===== config.mk =====
export PLATFORM = sky130hd
export DESIGN_NAME = nearest_angular_match_table
export DESIGN_NICKNAME = d
export VERILOG_FILES = /design/src/namt_pkg.sv /design/src/namt_dist.sv /design/src/nearest_angular_match_table.sv
export SDC_FILE = /design/constraint.sdc
export NUM_CORES = 2
export LEC_CHECK = 0
export BUFFER_PORTS_ARGS = -buffer_cell sky130_fd_sc_hd__buf_2
export CORE_MARGIN = 2
export CORE_UTILIZATION = 57
export DETAILED_ROUTE_END_ITERATION = 10
export PLACE_DENSITY_LB_ADDON = 0.15
export REMOVE_ABC_BUFFERS = 1
export SLEW_MARGIN = 20
export SYNTH_ARGS = -nofsm -noshare
export SYNTH_HDL_FRONTEND = slang
export SYNTH_SLANG_ARGS = --single-unit

===== constraint.sdc =====
create_clock -name clock -period 6.4 [get_ports clock]
set_input_delay 0.64 -clock clock [delete_from_list [all_inputs] [get_ports clock]]
set_output_delay 0.64 -clock clock [all_outputs]
set_load 0.005 [all_outputs]

===== src/namt_pkg.sv =====
// Shared types, codes and constants for the nearest angular match table.
package namt_pkg;

   // Field widths
   localparam int ACTION_W = 2;
   localparam int ETA_W    = 14;
   localparam int PHI_W    = 13;
   localparam int PID_W    = 25;
   localparam int ID_W     = 24;
   localparam int THR_W    = 27;
   localparam int IDX_W    = 6;
   localparam int DIST_W   = 27;
   localparam int PADDR_W  = 3;
   localparam int PDATA_W  = 32;

   // Internal arithmetic widths
   localparam int DE_W    = ETA_W + 1;       // eta difference
   localparam int DP_W    = PHI_W + 1;       // phi difference
   localparam int DESQ_W  = 2 * ETA_W;       // |de| < 2^14
   localparam int DPSQ_W  = 2 * PHI_W;       // |dp| < 2^13
   localparam int SUM_W   = DESQ_W + 1;

   // Default table depth
   localparam int TABLE_DEPTH_DEF = 64;

   // Action codes
   localparam logic [ACTION_W-1:0] ACT_CLEAR = 2'd0;
   localparam logic [ACTION_W-1:0] ACT_LOAD  = 2'd1;
   localparam logic [ACTION_W-1:0] ACT_QUERY = 2'd2;

   // Register indexes
   localparam logic REG_TARGET = 1'b0;
   localparam logic REG_THRESH = 1'b1;

   // Register reset values
   localparam logic [ID_W-1:0]  TARGET_RESET = 24'd211;
   localparam logic [THR_W-1:0] THRESH_RESET = 27'd10486;

   // Angle constants, units of 2^-10 rad
   localparam logic signed [DP_W-1:0] PI_UNITS   = 14'sd3217;
   localparam logic signed [DP_W-1:0] TURN_UNITS = 14'sd6434;

   // Largest reportable distance
   localparam logic [DIST_W-1:0] DIST_MAX = {DIST_W{1'b1}};

   // One stored reference entry
   typedef struct packed {
      logic signed [ETA_W-1:0] eta;
      logic signed [PHI_W-1:0] phi;
      logic [ID_W-1:0]         abs_id;
   } namt_entry_type;

   // Control tag that travels with each entry through the distance unit
   typedef struct packed {
      logic vld;
      logic elig;
   } namt_tag_type;

endpackage


===== src/namt_dist.sv =====
// Pipelined squared angular distance unit, shared by every entry of a scan.
module namt_dist
   import namt_pkg::*;
#(
   parameter int AW = 6
) (
   input  logic                    clock,
   input  logic                    reset,
   input  logic                    in_vld,
   input  logic [AW-1:0]           in_idx,
   input  namt_entry_type          in_entry,
   input  logic signed [ETA_W-1:0] q_eta,
   input  logic signed [PHI_W-1:0] q_phi,
   input  logic [ID_W-1:0]         target_id,
   output namt_tag_type            out_tag,
   output logic [AW-1:0]           out_idx,
   output logic [SUM_W-1:0]        out_dist,
   output logic                    busy
);

   // Stage 1: differences, phi wrap, id check
   namt_tag_type             s1_tag_ff, s1_tag_in;
   logic [AW-1:0]            s1_idx_ff;
   logic signed [DE_W-1:0]   s1_de_ff, s1_de_in;
   logic signed [DP_W-1:0]   s1_dp_ff, s1_dp_in;
   logic signed [DP_W-1:0]   dp_raw;

   // Stage 2: squares
   namt_tag_type             s2_tag_ff;
   logic [AW-1:0]            s2_idx_ff;
   logic [DESQ_W-1:0]        s2_desq_ff;
   logic [DPSQ_W-1:0]        s2_dpsq_ff;
   logic signed [2*DE_W-1:0] desq_full;
   logic signed [2*DP_W-1:0] dpsq_full;

   // Stage 3: sum
   namt_tag_type             s3_tag_ff;
   logic [AW-1:0]            s3_idx_ff;
   logic [SUM_W-1:0]         s3_sum_ff;

   always_comb begin
      s1_tag_in.vld  = in_vld;
      s1_tag_in.elig = (in_entry.abs_id == target_id);
      s1_de_in = DE_W'(q_eta) - DE_W'(in_entry.eta);
      dp_raw   = DP_W'(q_phi) - DP_W'(in_entry.phi);
      // one wrap step brings dphi into [-pi, pi]
      if (dp_raw > PI_UNITS) begin
         s1_dp_in = dp_raw - TURN_UNITS;
      end else if (dp_raw < -PI_UNITS) begin
         s1_dp_in = dp_raw + TURN_UNITS;
      end else begin
         s1_dp_in = dp_raw;
      end
   end

   assign desq_full = s1_de_ff * s1_de_ff;
   assign dpsq_full = s1_dp_ff * s1_dp_ff;

   // control valids
   always_ff @(posedge clock) begin
      if (reset) begin
         s1_tag_ff <= '0;
         s2_tag_ff <= '0;
         s3_tag_ff <= '0;
      end else begin
         s1_tag_ff <= s1_tag_in;
         s2_tag_ff <= s1_tag_ff;
         s3_tag_ff <= s2_tag_ff;
      end
   end

   // payload
   always_ff @(posedge clock) begin
      s1_idx_ff  <= in_idx;
      s1_de_ff   <= s1_de_in;
      s1_dp_ff   <= s1_dp_in;
      s2_idx_ff  <= s1_idx_ff;
      s2_desq_ff <= desq_full[DESQ_W-1:0];
      s2_dpsq_ff <= dpsq_full[DPSQ_W-1:0];
      s3_idx_ff  <= s2_idx_ff;
      s3_sum_ff  <= SUM_W'(s2_desq_ff) + SUM_W'(s2_dpsq_ff);
   end

   assign out_tag  = s3_tag_ff;
   assign out_idx  = s3_idx_ff;
   assign out_dist = s3_sum_ff;
   assign busy     = s1_tag_ff.vld | s2_tag_ff.vld | s3_tag_ff.vld;

endmodule


===== src/nearest_angular_match_table.sv =====
// Nearest angular match table: reference entry store, scan sequencer and result register.
// Clear and load items leave the block idle, so it stays ready for the next item.
// A query reads one entry per cycle into a three-stage distance unit; once the scan has
// drained, the result is registered when the output register is free, held back while an
// earlier result waits; the block takes no item during a query.
// Synchronous reset empties the table, clears the overflow flag and loads register defaults.
module nearest_angular_match_table
   import namt_pkg::*;
#(
   parameter int TABLE_DEPTH = TABLE_DEPTH_DEF
) (
   input  logic                    clock,
   input  logic                    reset,
   // item input
   input  logic                    req_valid,
   output logic                    req_ready,
   input  logic [ACTION_W-1:0]     req_action,
   input  logic signed [ETA_W-1:0] req_eta,
   input  logic signed [PHI_W-1:0] req_phi,
   input  logic signed [PID_W-1:0] req_particle_id,
   // result output
   output logic                    rsp_valid,
   input  logic                    rsp_ready,
   output logic                    rsp_found,
   output logic [IDX_W-1:0]        rsp_match_index,
   output logic [DIST_W-1:0]       rsp_distance_sq,
   output logic                    rsp_truncated,
   // register port
   input  logic                    psel,
   input  logic                    penable,
   input  logic                    pwrite,
   input  logic [PADDR_W-1:0]      paddr,
   input  logic [PDATA_W-1:0]      pwdata,
   output logic [PDATA_W-1:0]      prdata,
   output logic                    pready
);

   localparam int AW = (TABLE_DEPTH > 1) ? $clog2(TABLE_DEPTH) : 1;
   localparam int CW = $clog2(TABLE_DEPTH + 1);

   localparam logic [1:0] ST_IDLE = 2'd0;
   localparam logic [1:0] ST_SCAN = 2'd1;
   localparam logic [1:0] ST_FIN  = 2'd2;

   // Registers
   logic [1:0]          state_ff, state_in;
   logic [CW-1:0]       count_ff, count_in;
   logic                ovf_ff, ovf_in;
   logic [CW-1:0]       ptr_ff, ptr_in;
   logic                rd_vld_ff;
   logic [AW-1:0]       rd_idx_ff;
   namt_entry_type      rd_data_ff;
   logic signed [ETA_W-1:0] q_eta_ff;
   logic signed [PHI_W-1:0] q_phi_ff;
   logic                have_ff, have_in;
   logic [SUM_W-1:0]    best_ff, best_in;
   logic [AW-1:0]       best_idx_ff, best_idx_in;
   logic [ID_W-1:0]     target_ff;
   logic [THR_W-1:0]    thresh_ff;
   logic                rsp_valid_ff, rsp_valid_in;
   logic                found_ff;
   logic [IDX_W-1:0]    idx_out_ff;
   logic [DIST_W-1:0]   dist_out_ff;
   logic                trunc_ff;

   namt_entry_type      ref_mem [TABLE_DEPTH];

   // Handshake and decode
   logic                accept;
   logic                do_load;
   logic                do_query;
   logic                issue;
   logic                rsp_load;
   logic                cfg_wr;
   logic [PID_W-1:0]    pid_mag;
   namt_entry_type      wr_entry;
   namt_tag_type        d_tag;
   logic [AW-1:0]       d_idx;
   logic [SUM_W-1:0]    d_dist;
   logic                d_busy;
   logic [AW+IDX_W-1:0] idx_ext;

   assign req_ready = (state_ff == ST_IDLE);
   assign accept    = req_valid & req_ready;
   assign do_load   = accept & (req_action == ACT_LOAD);
   assign do_query  = accept & (req_action == ACT_QUERY);
   assign issue     = (state_ff == ST_SCAN) & (ptr_ff < count_ff);
   assign rsp_load  = (state_ff == ST_FIN) & (~rsp_valid_ff | rsp_ready);

   // Absolute particle id, saturated to 24 bits
   always_comb begin
      pid_mag = req_particle_id[PID_W-1] ? (~req_particle_id + PID_W'(1))
                                         : req_particle_id;
      wr_entry.eta = req_eta;
      wr_entry.phi = req_phi;
      wr_entry.abs_id = pid_mag[PID_W-1] ? {ID_W{1'b1}} : pid_mag[ID_W-1:0];
   end

   // Reference store: one write, one registered read
   always_ff @(posedge clock) begin
      if (do_load && (count_ff < CW'(TABLE_DEPTH))) begin
         ref_mem[count_ff[AW-1:0]] <= wr_entry;
      end
   end

   always_ff @(posedge clock) begin
      rd_data_ff <= ref_mem[ptr_ff[AW-1:0]];
      rd_idx_ff  <= ptr_ff[AW-1:0];
   end

   // Distance unit
   namt_dist #(
      .AW (AW)
   ) u_dist (
      .clock     (clock),
      .reset     (reset),
      .in_vld    (rd_vld_ff),
      .in_idx    (rd_idx_ff),
      .in_entry  (rd_data_ff),
      .q_eta     (q_eta_ff),
      .q_phi     (q_phi_ff),
      .target_id (target_ff),
      .out_tag   (d_tag),
      .out_idx   (d_idx),
      .out_dist  (d_dist),
      .busy      (d_busy)
   );

   // Sequencer, table bookkeeping and running minimum
   always_comb begin
      state_in     = state_ff;
      count_in     = count_ff;
      ovf_in       = ovf_ff;
      ptr_in       = ptr_ff;
      have_in      = have_ff;
      best_in      = best_ff;
      best_idx_in  = best_idx_ff;
      rsp_valid_in = rsp_valid_ff & ~rsp_ready;

      unique case (state_ff)
         ST_IDLE: begin
            if (accept) begin
               case (req_action)
                  ACT_CLEAR: begin
                     count_in = '0;
                     ovf_in   = 1'b0;
                  end
                  ACT_LOAD: begin
                     if (count_ff < CW'(TABLE_DEPTH)) begin
                        count_in = count_ff + CW'(1);
                     end else begin
                        ovf_in = 1'b1;
                     end
                  end
                  ACT_QUERY: begin
                     ptr_in   = '0;
                     have_in  = 1'b0;
                     best_in  = '0;
                     best_idx_in = '0;
                     state_in = ST_SCAN;
                  end
                  default: begin
                  end
               endcase
            end
         end
         ST_SCAN: begin
            if (issue) begin
               ptr_in = ptr_ff + CW'(1);
            end
            // earlier entry wins a tie: strict less-than
            if (d_tag.vld && d_tag.elig && (!have_ff || (d_dist < best_ff))) begin
               have_in     = 1'b1;
               best_in     = d_dist;
               best_idx_in = d_idx;
            end
            if (!issue && !rd_vld_ff && !d_busy) begin
               state_in = ST_FIN;
            end
         end
         ST_FIN: begin
            if (rsp_load) begin
               rsp_valid_in = 1'b1;
               state_in     = ST_IDLE;
            end
         end
         default: begin
            state_in = ST_IDLE;
         end
      endcase
   end

   always_ff @(posedge clock) begin
      if (reset) begin
         state_ff     <= ST_IDLE;
         count_ff     <= '0;
         ovf_ff       <= 1'b0;
         ptr_ff       <= '0;
         rd_vld_ff    <= 1'b0;
         have_ff      <= 1'b0;
         rsp_valid_ff <= 1'b0;
      end else begin
         state_ff     <= state_in;
         count_ff     <= count_in;
         ovf_ff       <= ovf_in;
         ptr_ff       <= ptr_in;
         rd_vld_ff    <= issue;
         have_ff      <= have_in;
         rsp_valid_ff <= rsp_valid_in;
      end
   end

   // Query coordinates and running minimum payload
   always_ff @(posedge clock) begin
      if (do_query) begin
         q_eta_ff <= req_eta;
         q_phi_ff <= req_phi;
      end
      best_ff     <= best_in;
      best_idx_ff <= best_idx_in;
   end

   // Result register
   assign idx_ext = {{IDX_W{1'b0}}, best_idx_ff};

   always_ff @(posedge clock) begin
      if (rsp_load) begin
         found_ff   <= have_ff & (best_ff <= SUM_W'(thresh_ff));
         idx_out_ff <= have_ff ? idx_ext[IDX_W-1:0] : '0;
         if (!have_ff) begin
            dist_out_ff <= '0;
         end else if (best_ff > SUM_W'(DIST_MAX)) begin
            dist_out_ff <= DIST_MAX;
         end else begin
            dist_out_ff <= best_ff[DIST_W-1:0];
         end
         trunc_ff <= ovf_ff;
      end
   end

   assign rsp_valid       = rsp_valid_ff;
   assign rsp_found       = found_ff;
   assign rsp_match_index = idx_out_ff;
   assign rsp_distance_sq = dist_out_ff;
   assign rsp_truncated   = trunc_ff;

   // Configuration registers
   assign pready = 1'b1;
   assign cfg_wr = psel & penable & pwrite & pready;

   always_ff @(posedge clock) begin
      if (reset) begin
         target_ff <= TARGET_RESET;
         thresh_ff <= THRESH_RESET;
      end else if (cfg_wr) begin
         unique case (paddr[2])
            REG_TARGET: target_ff <= pwdata[ID_W-1:0];
            REG_THRESH: thresh_ff <= pwdata[THR_W-1:0];
            default: begin
            end
         endcase
      end
   end

   always_comb begin
      unique case (paddr[2])
         REG_TARGET: prdata = PDATA_W'(target_ff);
         REG_THRESH: prdata = PDATA_W'(thresh_ff);
         default:    prdata = '0;
      endcase
   end

endmodule

== Yosys cells after proc, flatten, opt, wreduce, memory -nomap -nowiden ==
Memories as Yosys holds them, arrays and structs flattened. A register that Yosys moved wholly into a read port is not among the register bits.
Index checks and enable logic that the tools add are counted.

* Flip-flop bits (word level): 310
* RAM bits: 3264
* Input bits: 96
* Output and inout port bits: 70
* Word-level logic and storage cells: 135
* Memories kept: 1

* $add $sub $neg: 8
* Multiply operators: 2
* Order comparisons: 7
* Equal/unequal tests: 13
* Multiplexer cells: 35
* Bitwise logic cells: 16
* Reduce and logical (&&, ||, !) cells: 21

{| class="wikitable"
|+ Memories
! name !! words !! bits a word !! rd ports !! clocked after memory_dff !! wr ports !! line !! text
|-
| ref_mem || 64 || 51 || 1 || 1 || 1 || nearest_angular_match_table.sv:66 || <nowiki>namt_entry_type ref_mem [TABLE_DEPTH];</nowiki>
|}

{| class="wikitable"
|+ Operators by type and width
! cell !! count
|-
| two-way mux 29 bit || 3
|-
| case mux 32 bit (2 select lines) || 1
|-
| case mux 29 bit (2 select lines) || 1
|-
| adder 28 x 26 -> 29 bit || 1
|-
| > comparator 29 x 27 -> 1 bit (second input constant) || 1
|-
| <= comparator 29 x 27 -> 1 bit || 1
|-
| less-than comparator 29 bit || 1
|-
| multiplier 15 x 15 -> 28 bit || 1
|-
| two-way mux 14 bit || 2
|-
| two-way mux 7 bit || 4
|-
| case mux 7 bit (2 select lines) || 2
|-
| two-way mux 27 bit || 1
|-
| multiplier 14 x 14 -> 26 bit || 1
|-
| adder 25 x 2 -> 25 bit (second input constant) || 1
|-
| two-way mux 25 bit || 1
|-
| NOT 25 bit || 1
|-
| == test 24 bit || 1
|-
| two-way mux 24 bit || 1
|-
| AND reduction 4 bit || 5
|-
| two-way mux 6 bit || 3
|-
| subtractor 14 x 14 -> 15 bit || 1
|-
| adder 14 bit (second input constant) || 1
|-
| adder 7 x 1 -> 7 bit (second input constant) || 2
|-
| > comparator 14 x 13 -> 1 bit (second input constant) || 1
|-
| other kinds (23) || 64
|}

== Depth between registers and ports, before layout ==
* Word-level depth: 7
* Mapped depth: 25
* Gate-level depth less buffers: 24

== By module ==
From an unflattened synthesis, not the netlist that was laid out.

* Cells, all modules: 7982
* Area, all modules: 153144.4 um^2

{| class="wikitable"
|+ By module, submodules not included
! module !! instances !! cells each !! area each (um^2)
|-
| nearest_angular_match_table || 1 || 5890 || 133523.1
|-
| namt_dist || 1 || 2092 || 19621.3
|}

== Least setup slack after synthesis ==
Ideal clock, no wire load.

* Path kind: register -> register
* Start: register u_dist.s1_de_ff[14]
* End: register u_dist.s2_desq_ff[27]
* Arrival: 6.120 ns
* Setup slack: 0.160 ns
* Stages on the path, launching flop included: 24
* Path buffers: 1
* Clock period less this slack: 6.240 ns
* Cell sequence: dfxtp_1 -> inv_1 -> clkbuf_1 -> nor2_1 -> fa_1 -> inv_1 -> fa_1 -> inv_1 -> fa_1 -> fa_1 -> fa_1 -> inv_1 -> fa_1 -> inv_1 -> ha_1 -> a21oi_1 -> o21ai_0 -> or3_1 -> o21ai_1 -> a21oi_1 -> and4_1 -> a2111oi_1 -> a21oi_1 -> xnor2_1

* Word-level cells in the longest chain between the ends: 1

{| class="wikitable"
|+ Ends and longest elaborated chain
! what !! line !! text
|-
| start: declaration || namt_dist.sv:24 || <nowiki>logic signed [DE_W-1:0] s1_de_ff, s1_de_in;</nowiki>
|-
| start signal: assignment || namt_dist.sv:75 || <nowiki>s1_de_ff <= s1_de_in;</nowiki>
|-
| multiplier 15 x 15 -> 28 bit || namt_dist.sv:56 || <nowiki>assign desq_full = s1_de_ff * s1_de_ff;</nowiki>
|-
| net u_dist.desq_full[27] || namt_dist.sv:33 || <nowiki>logic signed [2*DE_W-1:0] desq_full;</nowiki>
|-
| end signal: assignment || namt_dist.sv:78 || <nowiki>s2_desq_ff <= desq_full[DESQ_W-1:0];</nowiki>
|-
| end: declaration || namt_dist.sv:31 || <nowiki>logic [DESQ_W-1:0] s2_desq_ff;</nowiki>
|}

The timed path passes the listed nets, and every way through them passes these cells.
A chain may end at the register's enable or synchronous reset.

== Worst setup path in the final report ==
* Start: register u_dist.s1_de_ff[10]
* End: register u_dist.s2_desq_ff[27]

Same word-level chain as after synthesis.

==> results.json <==
{
  "outcome": "completed",
  "crit_buf_inv": 6,
  "synth_cell_types": 82,
  "syn2layout_area_growth_pct": 12.7,
  "initial_core_util_pct": 57.4,
  "grtUsageTotal_pct": 29.4,
  "finalInstanceArea_um2": 172000,
  "start_kind": "flop",
  "die_w_um": 521,
  "fill_cells": 17600,
  "rows": 189,
  "antenna_found_initial": 29,
  "r2r_cells": 23,
  "fin_util_pct": 64.7,
  "synth_flop_cell": "edfxtp_1",
  "cp-endpoint": "u_dist.s2_desq_ff[27]",
  "hold_viol": 0,
  "synth_fa_ha_area_share_pct": 6.78,
  "r2r-start": "u_dist.s1_de_ff[10]",
  "r2r_slack_ps": 290,
  "synth-xor-area-share_pct": 1.04,
  "rsz0062_at_grt": "no",
  "syn_inst": 7636,
  "synth-compound-area-share_pct": 1.72,
  "finalClockSkew_ps": 71.2,
  "r2r_end": "u_dist.s2_desq_ff[27]",
  "drt_iter0_markers": 10000,
  "netlist_area_um2": 152000,
  "synth.area.top_cells": "edfxtp_1 66%, mux4_2 16%, fa_1 4.7%",
  "coreArea_um2": 266000,
  "min_period_ps": 6110,
  "synth-edff-count": 3361,
  "yosysSeqAreaShare_pct": 69.6,
  "hp-class": "input port to flop",
  "grt_start_max_net_pins": 151,
  "setup_viol": 0,
  "period_share_pct": 95.5,
  "worstPathArrival_ps": 6920,
  "crit_cells": 23,
  "place_area_um2": 160000,
  "vias_per_cell": 6.46,
  "post_drt_wl_per_cell_um": 33.1,
  "drc_errors": 0,
  "critPathLaunch": "u_dist.s1_de_ff[10]",
  "max_slew_margin_pct": 24.8,
  "yosys.area_share.simple_pct": 2.40,
  "gr-total-overflow": 0,
  "nets": 8844,
  "cts_root_buf": "clkbuf_16",
  "detail_route.first_pass.iterations": 8,
  "cp-end-kind": "flop",
  "ant_nets": 0,
  "wl_mm": 397,
  "gp_congestion": 0.901,
  "drive_gt1_share_pct": 25.6,
  "grt_pass1_wl_mm": 564,
  "clockBufferDepth": 4,
  "crit_family": "adder cells",
  "numPortBuffers": 152,
  "seq_area_um2": 106000,
  "path_max_fanout": 7,
  "synth_area_per_cell_um2": 20.0,
  "synthMuxAreaShare_pct": 16.0,
  "cts_tree": "done",
  "yosysTopAreaCell": "edfxtp_1",
  "drv_cap": 0,
  "dp_hpwl_mm": 224,
  "synth_top_cell_area_share_pct": 66.2,
  "ys_async_sr_fraction_pct": 0,
  "ios": 166,
  "cts.sinks": 3623,
  "num_vias": 77400,
  "max_freq_mhz": 164,
  "dieArea_um2": 272000,
  "yosysMostFrequentCell": "edfxtp_1",
  "max_stage_delay_ps": 540,
  "critPathKind": "flop to flop",
  "synth_top_family_by_area": "multiplexers",
  "cts_buffers": 364,
  "path_clk_slew_ps": 60,
  "ys_ff_latch": 3623,
  "clk_latency_ps": 950,
  "first_global_vias": 77300,
  "multiInputGateArea_um2": 43300,
  "slew_viol_final": 0,
  "crit_chain": "and2_1 > inv_1 > fa_1 > inv_1 > fa_1 > inv_1 > fa_1 > inv_1 > fa_1 > fa_1 > inv_1 > fa_1 > inv_1 > ha_1 > a21oi_1 > o21ai_0 > or3_1 > o21ai_2 > a21oi_1 > and4_1 > a2111oi_4 > a21oi_1 > xnor2_1",
  "synth_common_cells": "3361 x edfxtp_1, 1071 x mux4_2, 632 x inv_1, 356 x fa_1, 283 x nand2_1",
  "ys_warn_count": 0,
  "worst_pin_slew_ps": 1130,
  "crit_required_ps": 7200,
  "slowest_stage": "fa_1",
  "cts_htree_levels": 5,
  "die_y_um": 521
}
==> logic make-up after synthesis <==
group | count (synthesis)
other | 2
adder cells (fa/ha/maj) | 613
AO/OA/AOI/OAI | 388
XOR/XNOR | 178
AND/OR/NAND/NOR | 777
flip-flops | 3623
multiplexers | 1102
buffers and inverters | 953
==> routing by layer <==
metal / vias to the layer above / wire, um / track usage [%]
met5: - / 186 / 0
met4: 28 / 13700 / 9.08
met3: 748 / 40500 / 6.24
met2: 4158 / 190000 / 46.6
met1: 41300 / 152000 / 41.6
li1: 31100 / - / -
==> final cells by class <==
class                           instances  share of cell area, %
Antenna cell                            6                0.00874
Clock buffer                          478                   5.74
Clock inverter                        196                   1.08
Inverter                              632                   1.38
Multi-Input combinational cell       3064                   25.2
Sequential cell                      3623                   61.8
Tap cell                             3533                   2.57
Timing Repair Buffer                  450                   2.22
==> worst min path at each step <==
stage	startpoint	endpoint	slack, ps	cells after the start
3_5_place_dp	u_dist.s2_idx_ff[4]	u_dist.out_idx[4]	310	0
2_1_floorplan	u_dist.s2_idx_ff[0]	u_dist.out_idx[0]	310	0
6_report	req_action[1]	count_ff[1]	90	3
3_3_place_gp	rd_idx_ff[1]	u_dist.s1_idx_ff[1]	310	0
4_1_cts	req_action[1]	ovf_ff	30	4
5_1_grt	req_action[1]	count_ff[1]	90	3
==> placed cells by master (no fill, tap or decap), types with 12 or more instances in the layout <==
cell type,Yosys,final
a211o_1,14,14
a21o_1,43,43
a21oi_1,121,121
a31oi_1,13,12
and2_1,118,118
buf_12,0,54
buf_2,3,138
buf_4,6,228
bufinv_16,0,26
clkbuf_1,225,90
clkbuf_16,0,371
clkbuf_8,0,17
clkinv_1,0,67
clkinv_2,0,60
clkinvlp_4,0,16
dfxtp_1,262,249
dlygate4sd3_1,0,27
edfxtp_1,3361,3361
fa_1,356,356
ha_1,257,257
inv_1,632,631
mux2_2,27,27
mux4_2,1071,1071
nand2_1,283,278
nand2b_1,29,28
nand3_1,27,27
nand4_1,22,22
nor2_1,186,121
nor2_4,0,64
nor2b_1,30,28
nor3_1,28,28
o21a_1,42,42
o21ai_0,53,51
o21bai_1,12,12
xnor2_1,110,110
xor2_1,65,65
==> worst register-to-register path: stages, from the launching register on <==
cell and delay [ps]:
dfxtp_1 460, and2_1 210, inv_1 70, fa_1 500
inv_1 50, fa_1 540, inv_1 50, fa_1 470
inv_1 50, fa_1 460, fa_1 500, inv_1 50
fa_1 470, inv_1 40, ha_1 310, a21oi_1 130
o21ai_0 130, or3_1 360, o21ai_2 200, a21oi_1 120
and4_1 240, a2111oi_4 340, a21oi_1 130, xnor2_1 130
==> metrics by stage <==
stage          hold slack, ps  worst slack [ps]  setup TNS, ps  cells
2_1_floorplan             310            -28880       -1795300   7319
3_3_place_gp              310             -10.0          -10.0  11300
3_5_place_dp              312             -62.1          -75.8  11300
4_1_cts                  34.9              36.5              0  12000
5_1_grt                  91.7              9.65              0  12000
6_report                 93.2               287              0  12000
==> sequential cells by signal, summed over array words and instances, names as in the netlist, 13 cells and up <==
signal / count
best_ff: 29
q_eta_ff: 14
q_phi_ff: 13
rd_data_ff: 51
ref_mem: 3264
rsp_distance_sq: 27
target_ff: 24
thresh_ff: 27
u_dist.out_dist: 29
u_dist.s1_de_ff: 15
u_dist.s1_dp_ff: 14
u_dist.s2_desq_ff: 27
u_dist.s2_dpsq_ff: 25
==> repair_timing <==
item                                    4_1_cts  5_1_grt
endpoints found under the setup margin        2        7
gates resized for setup                       2       16
endpoints found under the hold margin        51        0
hold buffers                                 27        0
setup buffers                                 0        0
Power is not shown: default switching activity piles up to over one toggle a cycle in this logic, so the estimate is an artifact.
